**config.mk**
```make
export PLATFORM = sky130hd
export DESIGN_NAME = vsfc_ctrl
export DESIGN_NICKNAME = d
export VERILOG_FILES = /design/src/hw/rtl/vsfc_pkg.sv /design/src/hw/rtl/vsfc_ctrl.sv
export SDC_FILE = /design/constraint.sdc
export NUM_CORES = 1
export LEC_CHECK = 0
export BUFFER_PORTS_ARGS = -buffer_cell sky130_fd_sc_hd__buf_2
export CORE_AREA = 10 10 47 49
export CTS_CLUSTER_SIZE = 16
export DETAILED_ROUTE_END_ITERATION = 10
export DIE_AREA = 0 0 57 59
export GPL_ROUTABILITY_DRIVEN = 0
export SLEW_MARGIN = 10
export SYNTH_ARGS = -nofsm -noshare
export SYNTH_HDL_FRONTEND = slang
export SYNTH_SLANG_ARGS = --single-unit
```
**constraint.sdc**
```tcl
create_clock -name i_clk -period 1.4 [get_ports i_clk]
set_input_delay 0.28 -clock i_clk [delete_from_list [all_inputs] [get_ports i_clk]]
set_output_delay 0.28 -clock i_clk [all_outputs]
set_load 0.01 [all_outputs]
```
**src/hw/rtl/vsfc_pkg.sv**
```systemverilog
`default_nettype none

package vsfc_pkg;

    // frame geometry and packet layout
    localparam int ROWS         = 60;
    localparam int COLS         = 80;
    localparam int PACKET_BYTES = 164;
    localparam int PIXEL_FIRST  = 4;
    localparam int FRAME_WORDS  = ROWS * COLS;
    localparam int ADDR_W       = $clog2(FRAME_WORDS);

    localparam logic [7:0]        POS_PIX_FIRST = 8'(PIXEL_FIRST);
    localparam logic [7:0]        POS_PIX_END   = 8'(PIXEL_FIRST + 2 * COLS);
    localparam logic [7:0]        POS_LAST      = 8'(PACKET_BYTES - 1);
    localparam logic [8:0]        POS_COUNT     = 9'(PACKET_BYTES);
    localparam logic [7:0]        LINE_LIMIT    = 8'(ROWS);
    localparam logic [7:0]        LINE_FINAL    = 8'(ROWS - 1);
    localparam logic [3:0]        ID_DISCARD    = 4'hF;
    localparam logic [ADDR_W-1:0] ADDR_LAST     = ADDR_W'(FRAME_WORDS - 1);
    localparam logic [ADDR_W-1:0] COLS_A        = ADDR_W'(COLS);

    localparam logic RESULT_PIXEL = 1'b0;
    localparam logic RESULT_FRAME = 1'b1;

    typedef struct packed {
        logic [7:0] data_byte;
        logic       packet_start;
    } t_item;

    typedef struct packed {
        logic        result_kind;
        logic [5:0]  pixel_row;
        logic [6:0]  pixel_col;
        logic [15:0] pixel_value;
        logic [15:0] frame_min;
        logic [15:0] frame_max;
        logic        last;
    } t_result;

    typedef enum logic [2:0] {
        ST_CLEAR,
        ST_IDLE,
        ST_SCAN,
        ST_DRAIN,
        ST_FRAME
    } t_state;

    // controller to datapath
    typedef struct packed {
        logic clear_wr;
        logic addr_step;
        logic accept;
        logic scan_init;
        logic scan_rd;
        logic push_frame;
    } t_cmd;

    // datapath to controller
    typedef struct packed {
        logic addr_last;
        logic frame_due;
        logic q_full;
    } t_status;

endpackage

`default_nettype wire

```
**src/hw/rtl/vsfc_ctrl.sv**
```systemverilog
`default_nettype none

module vsfc_ctrl (
    input  wire logic             i_clk,
    input  wire logic             i_rst_n,
    input  wire logic             i_valid,
    output logic                  o_ready,
    input  wire vsfc_pkg::t_status i_status,
    output vsfc_pkg::t_cmd        o_cmd
);
    import vsfc_pkg::*;

    t_state r_state;
    t_state n_state;
    logic   in_fire;

    assign in_fire = i_valid && o_ready;

    // state register
    always_ff @(posedge i_clk) begin
        if (!i_rst_n) begin
            r_state <= ST_CLEAR;
        end else begin
            r_state <= n_state;
        end
    end

    // next state
    always_comb begin
        n_state = r_state;
        unique case (r_state)
            ST_CLEAR: begin
                if (i_status.addr_last) n_state = ST_IDLE;
            end
            ST_IDLE: begin
                if (in_fire && i_status.frame_due) n_state = ST_SCAN;
            end
            ST_SCAN: begin
                if (i_status.addr_last) n_state = ST_DRAIN;
            end
            ST_DRAIN: begin
                n_state = ST_FRAME;
            end
            ST_FRAME: begin
                if (!i_status.q_full) n_state = ST_IDLE;
            end
            default: n_state = ST_CLEAR;
        endcase
    end

    // outputs
    always_comb begin
        o_cmd   = '0;
        o_ready = 1'b0;
        unique case (r_state)
            ST_CLEAR: begin
                o_cmd.clear_wr  = 1'b1;
                o_cmd.addr_step = 1'b1;
            end
            ST_IDLE: begin
                o_ready         = !i_status.q_full;
                o_cmd.accept    = i_valid && !i_status.q_full;
                o_cmd.scan_init = i_valid && !i_status.q_full && i_status.frame_due;
            end
            ST_SCAN: begin
                o_cmd.scan_rd   = 1'b1;
                o_cmd.addr_step = 1'b1;
            end
            ST_DRAIN: begin
            end
            ST_FRAME: begin
                o_cmd.push_frame = !i_status.q_full;
            end
            default: begin
            end
        endcase
    end

endmodule

`default_nettype wire

```
# [Yosys cells after proc, flatten, opt, wreduce, memory -nomap -nowiden]
# Index checks and enable logic that the tools add are counted.
[word_totals] ff_bits=3 in_bits=6 wordCells=28
[classes] eq_ne=8 mux=11 n_reduce_logical=8
[ops] op="$pmux 3 s5" n=1
[ops] op="$mux 3" n=4
[ops] op="$ne 2x2->1 const B" n=4
[ops] op="$eq 3x2->1 const B" n=2
[ops] op="$mux 1" n=5
[ops] op="$logic_and 1x1->1" n=4
[ops] op="$reduce_and 4->1" n=1
[ops] op="$eq 3x1->1 const B" n=1
[ops] op="$eq 3x3->1 const B" n=1
[ops] op="$logic_not 3->1" n=1
[ops] op="$mux 2" n=1
[ops] op="$reduce_or 2->1" n=1
[ops] op="$logic_not 1->1" n=1

# [Depth between registers and ports, before layout]
[depth] depth_word=6 depth_mapped=3 depth_no_buf=3

# [Least setup slack after synthesis]
# No wires, ideal clock.
[synth_timing] path_kind="reg2out" start="register r_state[0]" end="output port o_cmd[3] in the netlist's numbering" arrival_time_ns=1.054 setup_slack_ns=0.066 path_stages_with_launch=3 path_buffers=0 path_cell_list="dfxtp_1 > or3b_4 > nor3b_2"
[synth_lines] item="start: declaration" line="vsfc_ctrl.sv:13" source="t_state r_state;"
[synth_lines] item="start signal: assignment" line="vsfc_ctrl.sv:24" source="r_state <= n_state;"
[synth_lines] item="end: declaration" line="vsfc_ctrl.sv:9" source="output vsfc_pkg::t_cmd o_cmd"

==> reports/results.txt <==
Number of cells traversed by the worst hold path: 2. VDD sags by at most 0.243 mV. The cell count after synthesis is 22. The clock-pin slew of the registers on the worst-case setup and hold paths was 0.04 ns; the via count normalized by instance count was 4.38. At the later pin of the worst-skew pair, clock insertion delay measures 0.24 ns. The most used flip-flop cell after synthesis is dfxtp_1.

The final reports fail on setup timing. In the final routing, the length of wire on met1 measures 266 um. The filler cells instantiated in the layout total 158. The sequential cells in the finished layout cover a total of 66.3 um2. Dividing the synthesized area by the synthesized cell count gives 9.33 um2. The switching portion of total power is 0.274, and the antenna cell count is 0. The fraction of final layout cells sized beyond drive strength 1 was 0.682. The top-level port count came out at 13. The largest individual stage delay along the critical path comes from the cell or3b_4.

The number of antenna violations at the first check in global routing is 0, and the die span in x is 57 um. The tools report the count of maximum capacitance violations as 0. Entering global routing, the biggest net connects 8 pins. The worst register-to-register path ends at r_state[0]. The run gives 2 as the first-pass detailed-route iteration total. The share of flip-flops with an asynchronous set or reset after synthesis came out at 0.

Power spread over the standard cell area amounts to 862 nW/um2. TritonCTS built the clock tree. From bottom edge to top edge, the die measures 59 um. The tools report the final critical-path setup slack as -0.179 ns.

Summed over all layers, the routed wires come to 785 um. The run gives 0.277 as the portion of total power attributed to sequential cells. The logs give 0.712 for the worst relative slew slack and 0.00309 ns for the clock tree skew after final layout.

Counting cells, the worst reg-to-reg path comes to 4. The total of flip-flops plus latches after synthesis was 3; the number of vias in the routed layout was 263. The total number of yosys warnings came out at 0. The commonest cells after synthesis are dfxtp_1 (3), nor2_1 (3). The proportion of power drawn by the clock network came out at 0.484. In this design, the stage delay of the slowest critical-path cell is 0.40 ns. The number of global-route vias before repair was 291. The area fraction of the dominant cell type after synthesis came out at 0.293.

The startpoint of the worst register-to-register path was r_state[0]. The initial core utilization is 0.146. In this run the core area contains 14 standard-cell rows.

Clock tree synthesis inserted a total of 3 buffers. dfxtp_1 takes more of the synthesized area than any other cell. The number of sinks handled by clock tree synthesis came out at 3. The detailed route wirelength on metal2 was 426 um. In this run the power spent charging and discharging nets is 91.2 uW. The run gives 0.0502 as the combined global-route utilization of all metal layers. For hold timing, the worst endpoint is r_state[0]. In the post-synthesis netlist, the biggest area contributors are dfxtp_1 (29%), o2bb2ai_2 (7.3%), nor3b_2 (6.1%), nand4bb_1 (5.5%), nor2_1 (5.5%). Maximum buffer depth of the clock tree: 2.

Derived from the worst setup path, the maximum achievable clock frequency is 633 MHz. Wire segments on met3 add up to 68 um in the final route. The min-delay analysis places its worst path in the category input pin to flip-flop. The die covers 3360 um2. The synthesized netlist net count came out at 28.

In the final layout, the registers with the most flip-flops are r_state (3). The total number of nets in the final design came out at 51. The tools report the number of remaining DRC errors as 0.

The critical path required time was 1.12 ns; the register-to-register setup slack was 0.23 ns. The worst hold path begins at i_rst_n. STA classifies the critical path endpoint as an output port. The multi-input combinational cells in the finished layout cover a total of 165 um2. CTS placed an instance of clkbuf_4 at the clock tree root.

The register with the most flip-flops in the layout has 3 of them. Once detail routing completed, the nets flagged for antenna violations numbered 0. The max-slew violation total from the final report is 0, and the wire length of the first global-routing pass is 1.27 mm. The part of the total power dissipated in combinational logic is 0.240. Setup repair after global routing could not meet its margin everywhere.

The run gives 0 as the aggregate global routing overflow. The tools report the utilization after layout as 0.276. The run gives 242 uW as the internal portion of total power. For the sequential fraction of the synthesis area, the log shows 0.293. The register containing the most flip-flops in the final layout was r_state. The run gives 0 as the total count of hold-check failures in the final report. The count of different cell masters after synthesis was 18. The startpoint class of the critical path was a flip-flop.

Summed over all cells, the static leakage comes to 0.182 nW. Walking the worst path, the cells encountered are or3b_4, nor3b_2, buf_2. Along the worst path, the maximum fanout reaches 4. The growth of design area from synthesis to finish works out to 88.4%. In this run the cell area of the synthesized design comes to 205 um2.

At the placement stage, the worst setup path has a slack of 0.00110 ns. In the final routed layout, each cell accounts on average for 13.1 um. Count of buffers from port buffering: 12. The post-route minimum period was 1.58 ns; the worst endpoint data arrival time was 1.30 ns.

The uppermost layer routed was met4. The worst setup path is of the flip-flop to output port kind. The transition time of the tightest slew-check pin is 0.426 ns, and the number of enable-type register cells in the synthesized netlist is 0.

The CTS H-tree depth is 1, and the final period utilization is 1.13. The flow ran to the end, but the final reports show violations. The run gives 1400 um2 as the area of the core region.

The iteration-0 DRC count of the detailed router is 1, and the count of endpoints failing setup in the final report is 3.
-- layer usage --
metal / GRT usage / up-vias
met5: 0 / -
met4: 0.0503 / 0
met3: 0.0279 / 4
met2: 0.0884 / 11
met1: 0.0369 / 121
li1: - / 127
-- power groups by stage --
stage                     clock network (mW)  logic (mW)  registers, mW
after floorplan                            0      0.0317         0.0955
after global placement                     0      0.0608         0.0942
after detailed placement                   0      0.0613         0.0944
after CTS                              0.164      0.0741         0.0911
after global routing                   0.173      0.0880         0.0925
final                                  0.161      0.0799         0.0922
-- placed cells by master (no fill, tap or decap), types with 2 or more instances in the layout --
master and instances:
nor2_4 2, buf_2 12, dfxtp_2 2, buf_4 5, clkbuf_4 3
-- cells by family after synthesis --
| kind of cell | synth area share |
|---|---|
| AND/OR/NAND/NOR | 0.537 |
| AO/OA/AOI/OAI | 0.171 |
| flip-flops | 0.293 |
-- how the worst max path moves through the flow --
stage               startpoint  endpoint  slack (ns)  cells past startpoint
finish              r_state[0]  o_cmd[3]       -0.18                      3
global route        r_state[0]  o_cmd[3]       -0.26                      3
CTS                 r_state[0]  o_cmd[3]       -0.17                      3
detailed placement  r_state[0]  o_cmd[3]       0.001                      3
global placement    r_state[0]  o_cmd[3]        0.05                      3
floorplan           r_state[0]  o_cmd[3]        0.07                      2
-- critical path: cells and delay by family, from the launching register on --
kind | cells | cell delay [ns]
simple gates | 2 | 0.56
flops | 1 | 0.35
buf+inv | 1 | 0.15
-- metrics by stage --
step | instance area [um2] | hold WS (ns) | setup TNS [ns] | total power, mW | cells
after CTS | 368 | 0.277 | -0.337 | 0.329 | 59
after detailed placement | 308 | 0.522 | 0 | 0.156 | 53
after floorplan | 205 | 0.397 | 0 | 0.127 | 22
final | 387 | 0.290 | -0.370 | 0.333 | 60
after global routing | 387 | 0.299 | -0.646 | 0.354 | 60
after global placement | 308 | 0.516 | 0 | 0.155 | 53
-- repair_timing --
| item | in CTS | in global routing |
|---|---|---|
| hold buffers | 0 | 0 |
| setup buffers | 3 | 1 |
| endpoints found under the setup margin | 6 | 5 |
| resized for setup | 7 | 3 |
| pin swaps | 4 | 2 |
-- final cells by class --
cell class	count	area share
Clock buffer	4	0.0680
Multi-Input combinational cell	19	0.427
Sequential cell	3	0.172
Tap cell	16	0.0518
Timing Repair Buffer	18	0.282
No activity file was read; power rests on OpenSTA's default activity.
